`config.mk`:
```
export PLATFORM = sky130hd
export DESIGN_NAME = distance_vector_route_table
export DESIGN_NICKNAME = d
export VERILOG_FILES = /design/src/hw/rtl/dvrt_pkg.sv /design/src/hw/rtl/dvrt_ram.sv /design/src/hw/rtl/distance_vector_route_table.sv
export SDC_FILE = /design/constraint.sdc
export NUM_CORES = 1
export LEC_CHECK = 0
export ABC_AREA = 0
export BUFFER_PORTS_ARGS = -buffer_cell sky130_fd_sc_hd__buf_2
export CAP_MARGIN = 20
export CORE_MARGIN = 4
export CORE_UTILIZATION = 30
export CTS_CLUSTER_SIZE = 28
export DETAILED_ROUTE_END_ITERATION = 6
export SLEW_MARGIN = 10
export SYNTH_ARGS = -nofsm -noshare
export SYNTH_HDL_FRONTEND = slang
export SYNTH_HIERARCHICAL = 1
export SYNTH_SLANG_ARGS = --single-unit
```
`constraint.sdc`:
```
create_clock -name i_clk -period 12.9 [get_ports i_clk]
set_input_delay 3.87 -clock i_clk [delete_from_list [all_inputs] [get_ports i_clk]]
set_output_delay 3.87 -clock i_clk [all_outputs]
set_load 0.05 [all_outputs]
```
`src/hw/rtl/dvrt_pkg.sv`:
```
package dvrt_pkg;

    localparam int NEIGHBOURS_DEF    = 8;
    localparam int ROUTES_DEF        = 16;
    localparam int COST_INFINITY_DEF = 16;

    localparam logic [2:0] KIND_HELLO  = 3'd0;
    localparam logic [2:0] KIND_UPDATE = 3'd1;
    localparam logic [2:0] KIND_TICK   = 3'd2;
    localparam logic [2:0] KIND_LOOKUP = 3'd3;
    localparam logic [2:0] KIND_EXPORT = 3'd4;

    localparam logic [1:0] ST_OK       = 2'd0;
    localparam logic [1:0] ST_NB_FULL  = 2'd1;
    localparam logic [1:0] ST_RT_FULL  = 2'd2;
    localparam logic [1:0] ST_MISSING  = 2'd3;

    localparam logic [1:0] NB_INIT         = 2'd0;
    localparam logic [1:0] NB_CONNECTED    = 2'd1;
    localparam logic [1:0] NB_DISCONNECTED = 2'd2;

    localparam logic REG_DISCONNECT = 1'b0;
    localparam logic REG_REFRESH    = 1'b1;

    typedef enum logic [3:0] {
        S_IDLE,
        S_NB_SCAN,
        S_RT_SCAN,
        S_RT_WAIT,
        S_TICK_NB,
        S_TICK_RT,
        S_DONE
    } t_state;

endpackage

```
`src/hw/rtl/dvrt_ram.sv`:
```
module dvrt_ram #(
    parameter int WIDTH = 8,
    parameter int DEPTH = 16
) (
    input  logic                     i_clk,
    input  logic                     i_we,
    input  logic [$clog2(DEPTH)-1:0] i_waddr,
    input  logic [WIDTH-1:0]         i_wdata,
    input  logic [$clog2(DEPTH)-1:0] i_raddr,
    output logic [WIDTH-1:0]         o_rdata
);

    logic [WIDTH-1:0] r_mem [DEPTH];

    // One write port and one registered read port.
    always_ff @(posedge i_clk) begin
        if (i_we) begin
            r_mem[i_waddr] <= i_wdata;
        end
        o_rdata <= r_mem[i_raddr];
    end

endmodule

```
`src/hw/rtl/distance_vector_route_table.sv`:
```
// Distance-vector route table with split horizon and route poisoning.
// Input channel: i_valid/o_stall with fields i_kind, i_peer_address,
// i_dst_address, i_cost_in, i_ttl_in, i_route_index. Output channel:
// o_valid/i_stall with one result word per input word.
// A word is taken only while the block is idle (o_stall low). The sequencer
// then walks the neighbour table one entry a cycle, except that a tick holds
// the walk at each stale neighbour while it poisons that neighbour's routes;
// the route table, a memory with a registered read, is walked with a read
// state and a compare state per entry. An export only waits for its read;
// update and lookup scan the route table, and hello scans the neighbour
// table, then the route table for a neighbour that was disconnected. The
// next word can be taken in the cycle after the result has been handed over;
// while the receiver stalls, the result holds and the input stays stalled.
// Reset clears the counts, the change flag and the quiet counter, and sets
// the registers to 3 and 2. Table entries need no clearing: only entries
// below the counts are read. Configuration is written via i_cfg_we,
// i_cfg_index and i_cfg_data.
module distance_vector_route_table #(
    parameter int NEIGHBOURS    = dvrt_pkg::NEIGHBOURS_DEF,
    parameter int ROUTES        = dvrt_pkg::ROUTES_DEF,
    parameter int COST_INFINITY = dvrt_pkg::COST_INFINITY_DEF
) (
    input  logic       i_clk,
    input  logic       i_rst_n,
    input  logic       i_cfg_we,
    input  logic       i_cfg_index,
    input  logic [7:0] i_cfg_data,
    input  logic       i_valid,
    output logic       o_stall,
    input  logic [2:0] i_kind,
    input  logic [7:0] i_peer_address,
    input  logic [7:0] i_dst_address,
    input  logic [4:0] i_cost_in,
    input  logic [3:0] i_ttl_in,
    input  logic [3:0] i_route_index,
    output logic       o_valid,
    input  logic       i_stall,
    output logic [1:0] o_status,
    output logic       o_send_hello,
    output logic       o_send_update,
    output logic       o_found,
    output logic [7:0] o_gateway,
    output logic [3:0] o_ttl_out,
    output logic [7:0] o_route_dst,
    output logic [4:0] o_route_cost,
    output logic       o_export_keep
);

    localparam int NBW = (NEIGHBOURS > 1) ? $clog2(NEIGHBOURS) : 1;
    localparam int RTW = (ROUTES > 1) ? $clog2(ROUTES) : 1;
    localparam int NCW = $clog2(NEIGHBOURS + 1);
    localparam int RCW = $clog2(ROUTES + 1);
    localparam int RW  = 8 + 8 + 5;
    localparam logic [4:0] CINF = 5'(COST_INFINITY);

    dvrt_pkg::t_state r_state, n_state;

    logic [7:0] r_disc, r_refresh;
    logic [7:0] r_nb_addr [NEIGHBOURS];
    logic [1:0] r_nb_stat [NEIGHBOURS];
    logic [7:0] r_nb_age  [NEIGHBOURS];
    logic [NCW-1:0] r_nb_count;
    logic [RCW-1:0] r_rt_count;
    logic r_change;
    logic [7:0] r_quiet;

    // Latched item and scan state.
    logic [2:0] r_kind;
    logic [7:0] r_peer, r_dst;
    logic [4:0] r_cost;
    logic [3:0] r_ttl, r_idx;
    logic [NCW-1:0] r_ni;
    logic [RCW-1:0] r_ri;

    // Result word.
    logic [1:0] r_status;
    logic r_hello, r_update, r_found, r_keep;
    logic [7:0] r_hop, r_rdst;
    logic [3:0] r_ttlo;
    logic [4:0] r_rcost;

    // Route memory.
    logic          ram_we;
    logic [RTW-1:0] ram_waddr, ram_raddr;
    logic [RW-1:0] ram_wdata, ram_rdata;
    logic [7:0] rd_dst, rd_hop;
    logic [4:0] rd_cost;

    dvrt_ram #(.WIDTH(RW), .DEPTH(ROUTES)) u_rt (
        .i_clk  (i_clk),
        .i_we   (ram_we),
        .i_waddr(ram_waddr),
        .i_wdata(ram_wdata),
        .i_raddr(ram_raddr),
        .o_rdata(ram_rdata)
    );
    assign rd_dst  = ram_rdata[20:13];
    assign rd_hop  = ram_rdata[12:5];
    assign rd_cost = ram_rdata[4:0];

    logic in_acc;
    assign in_acc  = i_valid && !o_stall;
    assign o_stall = (r_state != dvrt_pkg::S_IDLE);
    assign o_valid = (r_state == dvrt_pkg::S_DONE);

    // Saturated advertised cost plus one.
    logic [4:0] upd_cost;
    assign upd_cost = (r_cost >= CINF) ? CINF : r_cost + 5'd1;

    // Current neighbour index and the route-scan shared compare.
    logic [NBW-1:0] nix;
    logic [RTW-1:0] rix;
    logic rt_end, nb_end;
    assign nix    = r_ni[NBW-1:0];
    assign rix    = r_ri[RTW-1:0];
    assign rt_end = (r_ri >= r_rt_count);
    assign nb_end = (r_ni >= r_nb_count);
    logic [7:0] key;
    logic key_hit;
    assign key     = (r_kind == dvrt_pkg::KIND_TICK) ? r_nb_addr[nix] : r_dst;
    assign key_hit = (r_kind == dvrt_pkg::KIND_TICK) ? (rd_hop == key) : (rd_dst == key);
    logic [7:0] tick_age;
    assign tick_age = (r_nb_age[nix] == 8'hff) ? 8'hff : r_nb_age[nix] + 8'd1;

    // Next state.
    always_comb begin
        n_state = r_state;
        case (r_state)
            dvrt_pkg::S_IDLE: begin
                if (in_acc) begin
                    case (i_kind)
                        dvrt_pkg::KIND_HELLO:  n_state = dvrt_pkg::S_NB_SCAN;
                        dvrt_pkg::KIND_UPDATE,
                        dvrt_pkg::KIND_LOOKUP: n_state = dvrt_pkg::S_RT_SCAN;
                        dvrt_pkg::KIND_TICK:   n_state = dvrt_pkg::S_TICK_NB;
                        dvrt_pkg::KIND_EXPORT: n_state = dvrt_pkg::S_RT_WAIT;
                        default:               n_state = dvrt_pkg::S_DONE;
                    endcase
                end
            end
            dvrt_pkg::S_NB_SCAN: begin
                if (nb_end || r_nb_addr[nix] == r_peer) begin
                    n_state = dvrt_pkg::S_DONE;
                    if (nb_end && r_nb_count < NCW'(NEIGHBOURS)) begin
                        n_state = dvrt_pkg::S_DONE;
                    end else if (!nb_end && r_nb_stat[nix] == dvrt_pkg::NB_DISCONNECTED) begin
                        n_state = dvrt_pkg::S_RT_SCAN;
                    end
                end
            end
            dvrt_pkg::S_RT_SCAN: begin
                n_state = rt_end ? dvrt_pkg::S_DONE : dvrt_pkg::S_RT_WAIT;
            end
            dvrt_pkg::S_RT_WAIT: begin
                if (r_kind == dvrt_pkg::KIND_EXPORT) begin
                    n_state = dvrt_pkg::S_DONE;
                end else if (key_hit) begin
                    n_state = dvrt_pkg::S_DONE;
                end else begin
                    n_state = dvrt_pkg::S_RT_SCAN;
                end
            end
            dvrt_pkg::S_TICK_NB: begin
                if (nb_end) begin
                    n_state = dvrt_pkg::S_DONE;
                end else if (r_nb_stat[nix] != dvrt_pkg::NB_DISCONNECTED
                             && tick_age > r_disc) begin
                    n_state = dvrt_pkg::S_TICK_RT;
                end
            end
            dvrt_pkg::S_TICK_RT: begin
                // Reads alternate with compares in the wait state of a tick.
                n_state = rt_end ? dvrt_pkg::S_TICK_NB : dvrt_pkg::S_RT_WAIT;
            end
            dvrt_pkg::S_DONE: begin
                if (!i_stall) begin
                    n_state = dvrt_pkg::S_IDLE;
                end
            end
            default: n_state = dvrt_pkg::S_IDLE;
        endcase
        // A tick's route pass returns to the poison scan, never ends the item.
        if (r_state == dvrt_pkg::S_RT_WAIT && r_kind == dvrt_pkg::KIND_TICK) begin
            n_state = dvrt_pkg::S_TICK_RT;
        end
    end

    // Memory port control.
    always_comb begin
        ram_raddr = rix;
        ram_we    = 1'b0;
        ram_waddr = rix;
        ram_wdata = {r_dst, r_peer, upd_cost};
        if (r_state == dvrt_pkg::S_IDLE) begin
            ram_raddr = i_route_index[RTW-1:0];
        end
        case (r_state)
            dvrt_pkg::S_NB_SCAN: begin
                // Cost-1 route of a new neighbour.
                ram_waddr = r_rt_count[RTW-1:0];
                ram_wdata = {r_peer, r_peer, 5'd1};
                ram_we    = nb_end && r_nb_count < NCW'(NEIGHBOURS)
                            && r_rt_count < RCW'(ROUTES);
            end
            dvrt_pkg::S_RT_SCAN: begin
                if (rt_end && r_kind == dvrt_pkg::KIND_UPDATE) begin
                    ram_waddr = r_rt_count[RTW-1:0];
                    ram_we    = r_rt_count < RCW'(ROUTES);
                end
            end
            dvrt_pkg::S_RT_WAIT: begin
                if (r_kind == dvrt_pkg::KIND_TICK) begin
                    ram_wdata = {rd_dst, rd_hop, CINF};
                    ram_we    = key_hit;
                end else if (r_kind == dvrt_pkg::KIND_HELLO) begin
                    ram_wdata = {rd_dst, r_peer, 5'd1};
                    ram_we    = key_hit;
                end else if (r_kind == dvrt_pkg::KIND_UPDATE) begin
                    ram_wdata = {rd_dst, r_peer, upd_cost};
                    ram_we    = key_hit && (rd_hop == r_peer || upd_cost < rd_cost);
                end
            end
            default: ;
        endcase
    end

    // Registers and results.
    always_ff @(posedge i_clk) begin
        if (!i_rst_n) begin
            r_state    <= dvrt_pkg::S_IDLE;
            r_disc     <= 8'd3;
            r_refresh  <= 8'd2;
            r_nb_count <= '0;
            r_rt_count <= '0;
            r_change   <= 1'b0;
            r_quiet    <= '0;
        end else begin
            r_state <= n_state;
            if (i_cfg_we) begin
                case (i_cfg_index)
                    dvrt_pkg::REG_DISCONNECT: r_disc    <= i_cfg_data;
                    dvrt_pkg::REG_REFRESH:    r_refresh <= i_cfg_data;
                    default: ;
                endcase
            end
            case (r_state)
                dvrt_pkg::S_IDLE: begin
                    if (in_acc) begin
                        r_kind <= i_kind;
                        r_peer <= i_peer_address;
                        r_dst  <= (i_kind == dvrt_pkg::KIND_HELLO) ? i_peer_address
                                                                    : i_dst_address;
                        r_cost <= i_cost_in;
                        r_ttl  <= i_ttl_in;
                        r_idx  <= i_route_index;
                        r_ni   <= '0;
                        r_ri   <= '0;
                        r_status <= dvrt_pkg::ST_OK;
                        r_hello  <= 1'b0;
                        r_update <= 1'b0;
                        r_found  <= 1'b0;
                        r_keep   <= 1'b0;
                        r_hop    <= '0;
                        r_rdst   <= '0;
                        r_rcost  <= '0;
                        r_ttlo   <= (i_kind == dvrt_pkg::KIND_LOOKUP) ? i_ttl_in : 4'd0;
                    end
                end
                dvrt_pkg::S_NB_SCAN: begin
                    if (nb_end) begin
                        if (r_nb_count < NCW'(NEIGHBOURS)) begin
                            r_nb_addr[r_nb_count[NBW-1:0]] <= r_peer;
                            r_nb_stat[r_nb_count[NBW-1:0]] <= dvrt_pkg::NB_INIT;
                            r_nb_age[r_nb_count[NBW-1:0]]  <= '0;
                            r_nb_count <= r_nb_count + 1'b1;
                            r_change   <= 1'b1;
                            if (r_rt_count < RCW'(ROUTES)) begin
                                r_rt_count <= r_rt_count + 1'b1;
                            end else begin
                                r_status <= dvrt_pkg::ST_RT_FULL;
                            end
                        end else begin
                            r_status <= dvrt_pkg::ST_NB_FULL;
                        end
                    end else if (r_nb_addr[nix] == r_peer) begin
                        // A known neighbour is connected from now on, whatever it was.
                        r_nb_age[nix]  <= '0;
                        r_nb_stat[nix] <= dvrt_pkg::NB_CONNECTED;
                    end else begin
                        r_ni <= r_ni + 1'b1;
                    end
                end
                dvrt_pkg::S_RT_SCAN: begin
                    if (rt_end) begin
                        if (r_kind == dvrt_pkg::KIND_UPDATE) begin
                            if (r_rt_count < RCW'(ROUTES)) begin
                                r_rt_count <= r_rt_count + 1'b1;
                            end else begin
                                r_status <= dvrt_pkg::ST_RT_FULL;
                            end
                        end else begin
                            r_status <= dvrt_pkg::ST_MISSING;
                        end
                    end
                end
                dvrt_pkg::S_RT_WAIT: begin
                    if (r_kind == dvrt_pkg::KIND_EXPORT) begin
                        if (RCW'(r_idx) < r_rt_count && 32'(r_idx) < ROUTES) begin
                            r_found <= 1'b1;
                            r_hop   <= rd_hop;
                            r_rdst  <= rd_dst;
                            r_rcost <= rd_cost;
                            r_keep  <= (rd_hop != r_peer) && (rd_dst != r_peer);
                        end else begin
                            r_status <= dvrt_pkg::ST_MISSING;
                        end
                    end else if (r_kind == dvrt_pkg::KIND_LOOKUP && key_hit) begin
                        r_found <= 1'b1;
                        r_hop   <= rd_hop;
                        r_ttlo  <= (r_ttl != 4'd0) ? r_ttl - 4'd1 : 4'd0;
                    end
                    r_ri <= r_ri + 1'b1;
                end
                dvrt_pkg::S_TICK_NB: begin
                    if (nb_end) begin
                        r_hello <= 1'b1;
                        if (r_change || r_quiet >= r_refresh) begin
                            r_update <= 1'b1;
                            r_change <= 1'b0;
                            r_quiet  <= '0;
                        end else if (r_quiet != 8'hff) begin
                            r_quiet <= r_quiet + 8'd1;
                        end
                    end else begin
                        r_ri <= '0;
                        if (r_nb_stat[nix] != dvrt_pkg::NB_DISCONNECTED) begin
                            r_nb_age[nix] <= tick_age;
                            if (tick_age > r_disc) begin
                                r_nb_stat[nix] <= dvrt_pkg::NB_DISCONNECTED;
                                r_change <= 1'b1;
                            end else begin
                                r_ni <= r_ni + 1'b1;
                            end
                        end else begin
                            r_ni <= r_ni + 1'b1;
                        end
                    end
                end
                dvrt_pkg::S_TICK_RT: begin
                    if (rt_end) begin
                        r_ni <= r_ni + 1'b1;
                    end
                end
                default: ;
            endcase
        end
    end

    assign o_status      = r_status;
    assign o_send_hello  = r_hello;
    assign o_send_update = r_update;
    assign o_found       = r_found;
    assign o_gateway     = r_hop;
    assign o_ttl_out     = r_ttlo;
    assign o_route_dst   = r_rdst;
    assign o_route_cost  = r_rcost;
    assign o_export_keep = r_keep;

    // The block takes no word while a result is held.
    a_no_take: assert property (@(posedge i_clk) disable iff (!i_rst_n)
        o_valid |-> o_stall) else $error("input taken while result held");
    a_hold: assert property (@(posedge i_clk) disable iff (!i_rst_n)
        o_valid && i_stall |=> o_valid) else $error("result dropped under stall");
    a_counts: assert property (@(posedge i_clk) disable iff (!i_rst_n)
        r_nb_count <= NCW'(NEIGHBOURS) && r_rt_count <= RCW'(ROUTES))
        else $error("table count overflow");

endmodule
```
; Word-level counts from Yosys, hierarchy flattened
; Memory sizes are Yosys's and may differ from the RTL's. A register that Yosys moved wholly into a read port is not among the register bits.
; Cells that the tools add are included.
[word_totals]
ff_bits = 110
ram_bits = 480
inputBits = 46
output_inout_bits = 33
word_cells = 282
mem_count = 4
[classes]
add_sub_neg = 8
n_lt_le_gt_ge = 9
eq_ne = 53
muxes = 130
bitwise = 4
n_reduce_logical = 49
[memory_table]
columns = name, depth, word_bits, read_ports, rd_clocked_by_memory_dff, wr, line_no
row1 = u_rt.r_mem, 16, 21, 1, 1, 1, dvrt_ram.sv:13  ; logic [WIDTH-1:0] r_mem [DEPTH];
row2 = r_nb_addr, 8, 8, 1, 1, 1, distance_vector_route_table.sv:59  ; logic [7:0] r_nb_addr [NEIGHBOURS];
row3 = r_nb_age, 8, 8, 1, 1, 1, distance_vector_route_table.sv:61  ; logic [7:0] r_nb_age [NEIGHBOURS];
row4 = r_nb_stat, 8, 2, 1, 1, 1, distance_vector_route_table.sv:60  ; logic [1:0] r_nb_stat [NEIGHBOURS];
[ops]
columns = operator, n
row1 = $mux 8, 13
row2 = $mux 4, 19
row3 = $mux 21, 3
row4 = $mux 5, 10
row5 = $mux 1, 45
row6 = $pmux 21 s2, 1
row7 = $mux 3, 12
row8 = $eq 8x8->1, 4
row9 = $ne 2x2->1 const B, 16
row10 = $pmux 8 s2, 2
row11 = $pmux 4 s7, 1
row12 = $reduce_and 5->1, 5
row13 = $ne 3x3->1 const B, 7
row14 = $mux 2, 10
row15 = $pmux 5 s2, 2
row16 = $add 8x1->8 const B, 2
row17 = $ne 8x8->1, 2
row18 = $pmux 4 s2, 2
row19 = $pmux 4 s4, 1
row20 = $reduce_and 4->1, 4
row21 = $reduce_bool 4->1, 4
row22 = $add 5x1->5 const B, 3
row23 = $pmux 5 s3, 1
row24 = $eq 3x2->1 const B, 4
row25 = other kinds (43), 80

; Logic depth before layout (Yosys ltp)
; Gate-level depths: netlist (run 1).
[logic_depth]
ltp_word = 12
mapped_depth = 20
depth_no_buf = 16

; Modules after synthesis
; The synthesis (run 1) kept the hierarchy.
[modules_own_cells]
columns = mod, instances, cells_each, area_per_inst_um2, seq_area_each_um2
row1 = dvrt_ram, 1, 557, 13277.7, 10510.1
row2 = distance_vector_route_table, 1, 988, 12369.4, 7287.0

; Worst setup path before layout (run 1)
; No wires, ideal clock.
[synth_path]
kind = input to register
from = input port i_valid
to = register r_cost[0], enable pin
setup_time_ns = 0.421
arrival_ns = 5.461
required_time_ns = 12.479
setup_slack_ns = 7.017
stages = 2
n_path_buf = 0
path_cell_list = o21ai_0 nor2_1
[synth_via]
elab_chain_cells = 2
[synth_rtl]
columns = element, line_no
row1 = "start, declared", distance_vector_route_table.sv:28  ; input logic i_valid,
row2 = $logic_and 1x1->1, distance_vector_route_table.sv:102  ; assign in_acc = i_valid && !o_stall;
row3 = $reduce_and 3->1 (no source line), n/a
row4 = "end signal, assigned", distance_vector_route_table.sv:253  ; r_cost <= i_cost_in;
row5 = "end, declared", distance_vector_route_table.sv:70  ; logic [4:0] r_cost;
; Every way passes these cells.
; A chain may end at the register's enable or synchronous reset.

; Worst setup path in the final report (run 1)
[layout_path]
from = register r_state[1]
to = output port o_stall
[layout_via]
elab_chain_cells = 1
[layout_rtl]
columns = element, line_no
row1 = "start, declared", distance_vector_route_table.sv:56  ; dvrt_pkg::t_state r_state, n_state;
row2 = "start signal, assigned", distance_vector_route_table.sv:230  ; r_state <= dvrt_pkg::S_IDLE;
row3 = "start signal, assigned", distance_vector_route_table.sv:238  ; r_state <= n_state;
row4 = $reduce_bool 4->1, distance_vector_route_table.sv:103  ; assign o_stall = (r_state != dvrt_pkg::S_IDLE);
row5 = "end, declared", distance_vector_route_table.sv:29  ; output logic o_stall,
; Every way passes these cells.

==> results.toml, run 1 <==
[run_status]
status = "complete, no violations"

[timing]
slew_violations = 0
worstMarginPinSlew_ns = 1.14
fmax_mhz = 150
rsz0062_at_grt = "false"
final.min_clock_period_ns = 6.65
finalClockSkew_ns = 0.0164
timing.max_slew.rel_slack_pct = 24.1
final.period_utilization_pct = 51.6
setup_viol = 0
timing.setup.tns_ns = 0
hold_viol = 0
hold_ws_ns = 0.457

[setup_path]
startpoint_type = "register"
critPathCaptureType = "primary output"
worstPathCellList = "buf_4 -> nor3_1 -> inv_1 -> buf_2"
cp_max_fo = 45
arrival_ns = 2.78
crit_slowest_cell = "nor3_1"
crit_buf_inv = 3
path_delay_family = "buffers and inverters"
slowest_delay_ns = 0.80
critical_path_class = "reg2out"
worstPathRequired_ns = 9.03

[cells_and_area]
num-nets-final = 1743
most-common-layout-cells = "edfxtp_1 (552), nand2_1 (100), buf_2 (82)"
final_common_cell = "edfxtp_1"
drive_gt1_share_pct = 21.0
area_growth_pct = 15.0

[route]
drc_errors = 0
wl_per_cell_um = 22.3
initialDrtViolationCount = 1334
vias_per_cell = 5.06
totalWireLength_um = 63500
num_vias = 14394
ant_nets = 0
dr.pass1.iters = 5

[logic_synthesis]
synth_nets = 1631
syn_avg_cell_area_um2 = 16.6
synth_edf_count = 552
yosys_warnings = 6
synthFlopType = "edfxtp_1"
synth-seq-cells = 613
syn-cell-area_mm2 = 0.0256
synth.distinct_cells = 72
synthCells = 1545
async_flop_share_pct = 0
ys_seq_area_share_pct = 69.4

[cts]
path_clk_slew_ns = 0.07
holdBufCountCts = 0
numCtsBuffers = 60
cts_max_level = 2
cts_buffer_depth = 3
clock_latency_ns = 0.62
cts_resized = 0
cts_setup_buffers = 0
clockRootBuffer = "clkbuf_16"
cts_tree = "yes"
cts.sinks = 613

[grt]
met2_usage_pct = 24.2
overflow = 0
grt_max_degree = 64
grt_pass1_wl_um = 94100
top_usage_layer = "met2"
grtUsageMet3_pct = 2.73
track_usage_pct = 13.9
antenna_found_initial = 3
first_global_vias = 14485
met1_usage_pct = 17.5

[place]
port-buffer-count = 78
place.gp.congestion = 0.807
hpwl_um = 39400

[die]
die_w_um = 300
die_y_um = 300
ios = 79
initial_core_util_pct = 30.5
rows = 106
core_area_mm2 = 0.0842
die_area_mm2 = 0.0902

[power]
leakagePower_nw = 9.96
irDropWorstVdd_v = 0.000141
powerDensity_mw_per_mm2 = 217
finalPower_w = 0.00642

[min_path]
hp-class = "reg2reg"

[job]
cap_violations = 0
[cells by family (layout without fill, tap and decap cells)]
family                     count (synthesis)  after routing  share of synthesized area, %
buffers and inverters                    116            278                          2.32
AOI/OAI and AO/OA                        243            243                          6.05
adders and majority gates                 40             40                          1.95
muxes                                    159            159                          12.3
and+or+nand+nor                          324            324                          6.26
other                                      0              4                             0
xor gates and xnor gates                  50             50                          1.71
DFF                                      613            613                          69.4
[metrics by stage]
| stage | instances | cell area (um^2) | util [%] | setup slack [ns] |
|---|---|---|---|---|
| after floorplan | 1545 | 25600 | - | 7.02 |
| after global placement | 2718 | 27400 | 32.5 | 6.11 |
| after detailed placement | 2720 | 27400 | 32.6 | 5.97 |
| after CTS | 2832 | 29400 | 34.9 | 6.18 |
| after global routing | 2841 | 29500 | 35.0 | 6.05 |
| final | 2845 | 29500 | 35.0 | 6.25 |
[worst paths after layout]
| path | from | to | slack, ns | depth (start not counted) |
|---|---|---|---|---|
| worst max-delay path | r_state[1]$_SDFFE_PP0P_ | o_stall | 6.25 | 4 |
| worst min register to register | r_disc[4]$_SDFFE_PN0P_ | r_disc[4]$_SDFFE_PN0P_ | 0.46 | 2 |
| worst min-delay path | r_disc[4]$_SDFFE_PN0P_ | r_disc[4]$_SDFFE_PN0P_ | 0.46 | 2 |
| worst max register to register | register | r_ni[0]$_DFFE_PP_ | 7.54 | 16 |
[synth_stat cells, drive strengths merged, types with 4 or more instances]
| master | number | area share (%) |
|---|---|---|
| o21ai | 45 | 0.88 |
| buf | 28 | 1.0 |
| a21o | 16 | 0.47 |
| mux2 | 34 | 1.6 |
| inv | 52 | 0.76 |
| and3 | 24 | 0.60 |
| nand2 | 101 | 1.5 |
| dfxtp | 61 | 4.8 |
| a22oi | 44 | 1.3 |
| or2 | 7 | 0.17 |
| o22ai | 25 | 0.61 |
| or3 | 10 | 0.24 |
| o31ai | 8 | 0.23 |
| nand2b | 15 | 0.37 |
| and2 | 7 | 0.17 |
| clkbuf | 35 | 0.51 |
| o211ai | 4 | 0.12 |
| nor2 | 61 | 0.90 |
| or3b | 4 | 0.14 |
| nor4 | 8 | 0.22 |
| or4 | 4 | 0.12 |
| nor3 | 18 | 0.35 |
| xnor2 | 24 | 0.82 |
| nor2b | 14 | 0.37 |
| ha | 40 | 2.0 |
| mux4 | 108 | 10 |
| edfxtp | 552 | 65 |
| nand4 | 9 | 0.22 |
| xor2 | 26 | 0.89 |
| mux2i | 17 | 0.71 |
| a21oi | 70 | 1.4 |
| a22o | 4 | 0.14 |
| nand3 | 34 | 0.66 |
[metal layers]
layer / wire, um / vias to the layer above
met5: 0 / -
met1: 25500 / 7421
met4: 1830 / 0
li1: - / 6356
met2: 31900 / 505
met3: 4280 / 112
[area by class of cell]
cell class	count	area, um^2
Antenna cell	4	10.0
Sequential cell	613	17800
Multi-Input combinational cell	816	7430
Clock inverter	28	320
Fill cell	7843	54700
Inverter	53	199
Clock buffer	84	1680
Tap cell	1134	1420
Timing Repair Buffer	113	641
[tightest hold or removal path: cells and delay by family, from the launching register on]
family             cells  cell delay [ns]
and+or+nand+nor        1             0.05
DFF                    1             0.31
AOI/OAI and AO/OA      1             0.05
[power breakdown]
part | internal, W | switching, W
logic | 0.000804 | 0.00119
registers | 0.00247 | 0.000181
clock network | 0.00103 | 0.000740
total | 0.00431 | 0.00211
[flip-flops by register name, summed over array words and instances, names as in the netlist, 2 cells and up, named ones only]
signal        flops
o_gateway         8
o_route_cost      5
o_route_dst       8
o_status          2
o_ttl_out         4
r_cost            5
r_disc            8
r_dst             8
r_idx             4
r_kind            3
r_nb_addr        64
r_nb_age         64
r_nb_count        4
r_nb_stat        16
r_ni              4
r_peer            8
r_quiet           8
r_refresh         8
r_ri              5
r_rt_count        5
r_state           3
r_ttl             4
u_rt/o_rdata     21
u_rt/r_mem      336
Power figures use the tool's default switching activity.
==> run 2, diff against run 1 <==
--- a/config.mk
+++ b/config.mk
@@ -5,7 +5,7 @@
 export SDC_FILE = /design/constraint.sdc
 export NUM_CORES = 1
 export LEC_CHECK = 0
-export ABC_AREA = 0
+export ABC_AREA = 1
 export BUFFER_PORTS_ARGS = -buffer_cell sky130_fd_sc_hd__buf_2
 export CAP_MARGIN = 20
 export CORE_MARGIN = 4
==> constraint.sdc (replaced) <==
create_clock -name i_clk -period 6.72 [get_ports i_clk]
set_input_delay 2.016 -clock i_clk [delete_from_list [all_inputs] [get_ports i_clk]]
set_output_delay 2.016 -clock i_clk [all_outputs]
set_load 0.05 [all_outputs]
==> results.toml, run 2 <==
[route]
vias_per_cell = 4.64
num_vias = 19629
ant_nets = 0
wl_per_cell_um = 17.6
dr.pass1.iters = 5
drc_errors = 0
initialDrtViolationCount = 1783
totalWireLength_um = 74500

[power]
seqPwrFrac_pct = 35.4
clkPwrFrac_pct = 28.9
power.internal_w = 0.00842
leakagePower_nw = 13.4
irDropWorstVdd_v = 0.000275
p_sw_share_pct = 39.0
comb_power_share_pct = 35.7
powerDensity_mw_per_mm2 = 427
p_switching_w = 0.00538

[die]
core_area_mm2 = 0.0922
die_area_mm2 = 0.0984
rows = 111
ios = 79
initial_core_util_pct = 30.4
die_y_um = 314
die_w_um = 314

[timing]
final.min_clock_period_ns = 4.85
timing.setup.tns_ns = 0
hold_ws_ns = 0.463
timing.max_slew.rel_slack_pct = 26.3
worstMarginPinSlew_ns = 1.10
final.period_utilization_pct = 72.2
finalClockSkew_ns = 0.0455
fin_ws_ns = 1.87
slew_violations = 0
fmax_mhz = 206
hold_viol = 0
setup_viol = 0
rsz0062_at_grt = "false"

[cts]
cts.sinks = 613
cts_resized = 0
path_clk_slew_ns = 0.06
clockRootBuffer = "clkbuf_16"
cts_max_level = 3
numCtsBuffers = 70
clock_latency_ns = 0.63
cts_setup_buffers = 0
cts_tree = "yes"
cts_buffer_depth = 3
holdBufCountCts = 0

[cells_and_area]
area_growth_pct = 15.2
num-nets-final = 3014
regMostFlops = "u_rt/r_mem"
fin_area_mm2 = 0.0323
most-common-layout-cells = "nand2_1 (741), edfxtp_1 (552), inv_1 (448)"
drive_gt1_share_pct = 10.4
multi_input_area_mm2 = 0.00794
nFillCells = 9286
instances_no_fill = 4232
largest_reg_flops = 336
seq_area_mm2 = 0.0178
final_common_cell = "nand2_1"

[grt]
antenna_found_initial = 5
first_global_vias = 18881
grt_max_degree = 93
grt_pass1_wl_um = 113000
track_usage_pct = 14.9
overflow = 0

[setup_path]
timing.rr.end = "r_nb_stat[7][1]$_DFFE_PP_"
reg2regPathDepth = 24
critical_path_class = "reg2reg"
arrival_ns = 5.13
worstPathRequired_ns = 7.01
cp_max_fo = 61
rrSetupSlack_ns = 1.87
startpoint_type = "register"
critPathCaptureType = "register"

[logic_synthesis]
syn-cell-area_mm2 = 0.0280
syn_avg_cell_area_um2 = 9.89
synthCells = 2835
ys_seq_area_share_pct = 63.5
synthFlopType = "edfxtp_1"
async_flop_share_pct = 0
synth_largest_area_cell = "edfxtp_1"
synth.top_cell.area_share_pct = 59.1
synth-seq-cells = 613
ys_top_cells_by_count = "nand2_1 (741), edfxtp_1 (552), inv_1 (448)"
synth_area_leaders = "edfxtp_1 (59%), nand2_1 (9.9%), nand3_1 (6.2%)"
synth_edf_count = 552
yosysMostFrequentCell = "nand2_1"
synth_nets = 2921
yosys_warnings = 6
synth.distinct_cells = 51

[place]
port-buffer-count = 78
hpwl_um = 47200
dpl_cell_area_mm2 = 0.0299
dp_cells = 4099
dp_slack_ns = 1.66
place.gp.congestion = 0.850

[run_status]
status = "complete, no violations"

[min_path]
hp-start = "r_refresh[2]$_SDFFE_PN0P_"
hold_depth = 2
hp-class = "reg2reg"
hold_end = "r_refresh[2]$_SDFFE_PN0P_"

[job]
cap_violations = 0
[run 2: cell types whose count changed in the layout (fill, tap and decap cells not counted), moves of 39 or more]
cell / before / now
nand2_1: 100 / 741
inv_1: 52 / 448
mux4_2: 69 / 0
nor2_1: 46 / 172
o21ai_0: 41 / 97
a22oi_1: 44 / 2
mux4_1: 39 / 0
nand3_1: 34 / 345
[run 2: logic make-up (layout without fill, tap and decap cells)]
group / Yosys count / after routing / synth area share (%)
simple gates: 1342 / 1342 / 20.3
flops: 613 / 613 / 63.5
buf+inv: 573 / 724 / 8.61
compound gates: 235 / 235 / 4.73
fa+ha+maj: 40 / 40 / 1.79
xor+xnor: 23 / 23 / 0.719
mux: 9 / 9 / 0.357
other cells: 0 / 3 / 0
[run 2: worst max-delay path, cell delays in order, from the launching register on]
cell	delay, ns
dfxtp_2	0.32
inv_2	0.74
o21ai_0	0.19
o22ai_1	0.22
nand2_1	0.08
nand2_1	0.16
ha_1	0.21
nand2_1	0.07
nor2_2	0.19
nand2_1	0.11
xor2_1	0.15
inv_1	0.10
nand2_1	0.06
ha_1	0.28
nand2_1	0.06
nor2_1	0.14
a21boi_0	0.18
o21ai_0	0.21
nor2_2	0.23
nand3_2	0.18
nand2_2	0.17
nand2_1	0.08
nand2_1	0.07
nand2_1	0.11
nor2_1	0.18
[run 2: power groups by stage]
stage,clock network (W),registers [W],logic (W)
2_1_floorplan,0,0.00492,0.00354
3_3_place_gp,0,0.00495,0.00486
3_5_place_dp,0,0.00495,0.00492
4_1_cts,0.00406,0.00488,0.00494
5_1_grt,0.00423,0.00490,0.00550
6_report,0.00399,0.00488,0.00493
[run 2: cell type report]
cell class              instances  area share (%)
repair buffers                132            2.56
inverters                     462            5.38
clock buffers                  98            6.03
flip-flops and latches        613            55.1
diodes                          3          0.0232
multi-input cells            1649            24.6
clock inverters                32            1.50
well taps                    1243            4.82
[run 2: per-stage QoR]
step,utilization [%],power (W)
6_report,35.0,0.0138
5_1_grt,35.0,0.0146
4_1_cts,35.0,0.0139
3_5_place_dp,32.4,0.00987
3_3_place_gp,32.3,0.00981
2_1_floorplan,-,0.00846
[run 2: metal layers]
metal / global-route usage (%) / wire length [um] / up-vias
met5: 0 / 38 / -
met2: 24.2 / 34700 / 635
met1: 19.8 / 32100 / 9312
met4: 4.57 / 1880 / 6
li1: - / - / 9539
met3: 3.38 / 5730 / 137
[run 2: worst max path at each step]
| stage | slack, ns | depth (start not counted) | endpoint | start |
|---|---|---|---|---|
| 2_1_floorplan | 1.78 | 2 | r_cost[0]$_DFFE_PP_ | i_rst_n |
| 3_3_place_gp | 1.80 | 9 | r_nb_age[7][0]$_DFFE_PP_ | i_rst_n |
| 3_5_place_dp | 1.66 | 9 | r_nb_age[4][3]$_DFFE_PP_ | i_rst_n |
| 4_1_cts | 1.88 | 24 | r_nb_stat[7][1]$_DFFE_PP_ | register |
| 5_1_grt | 1.42 | 25 | r_nb_stat[7][0]$_DFFE_PP_ | register |
| 6_report | 1.87 | 24 | r_nb_stat[7][1]$_DFFE_PP_ | register |
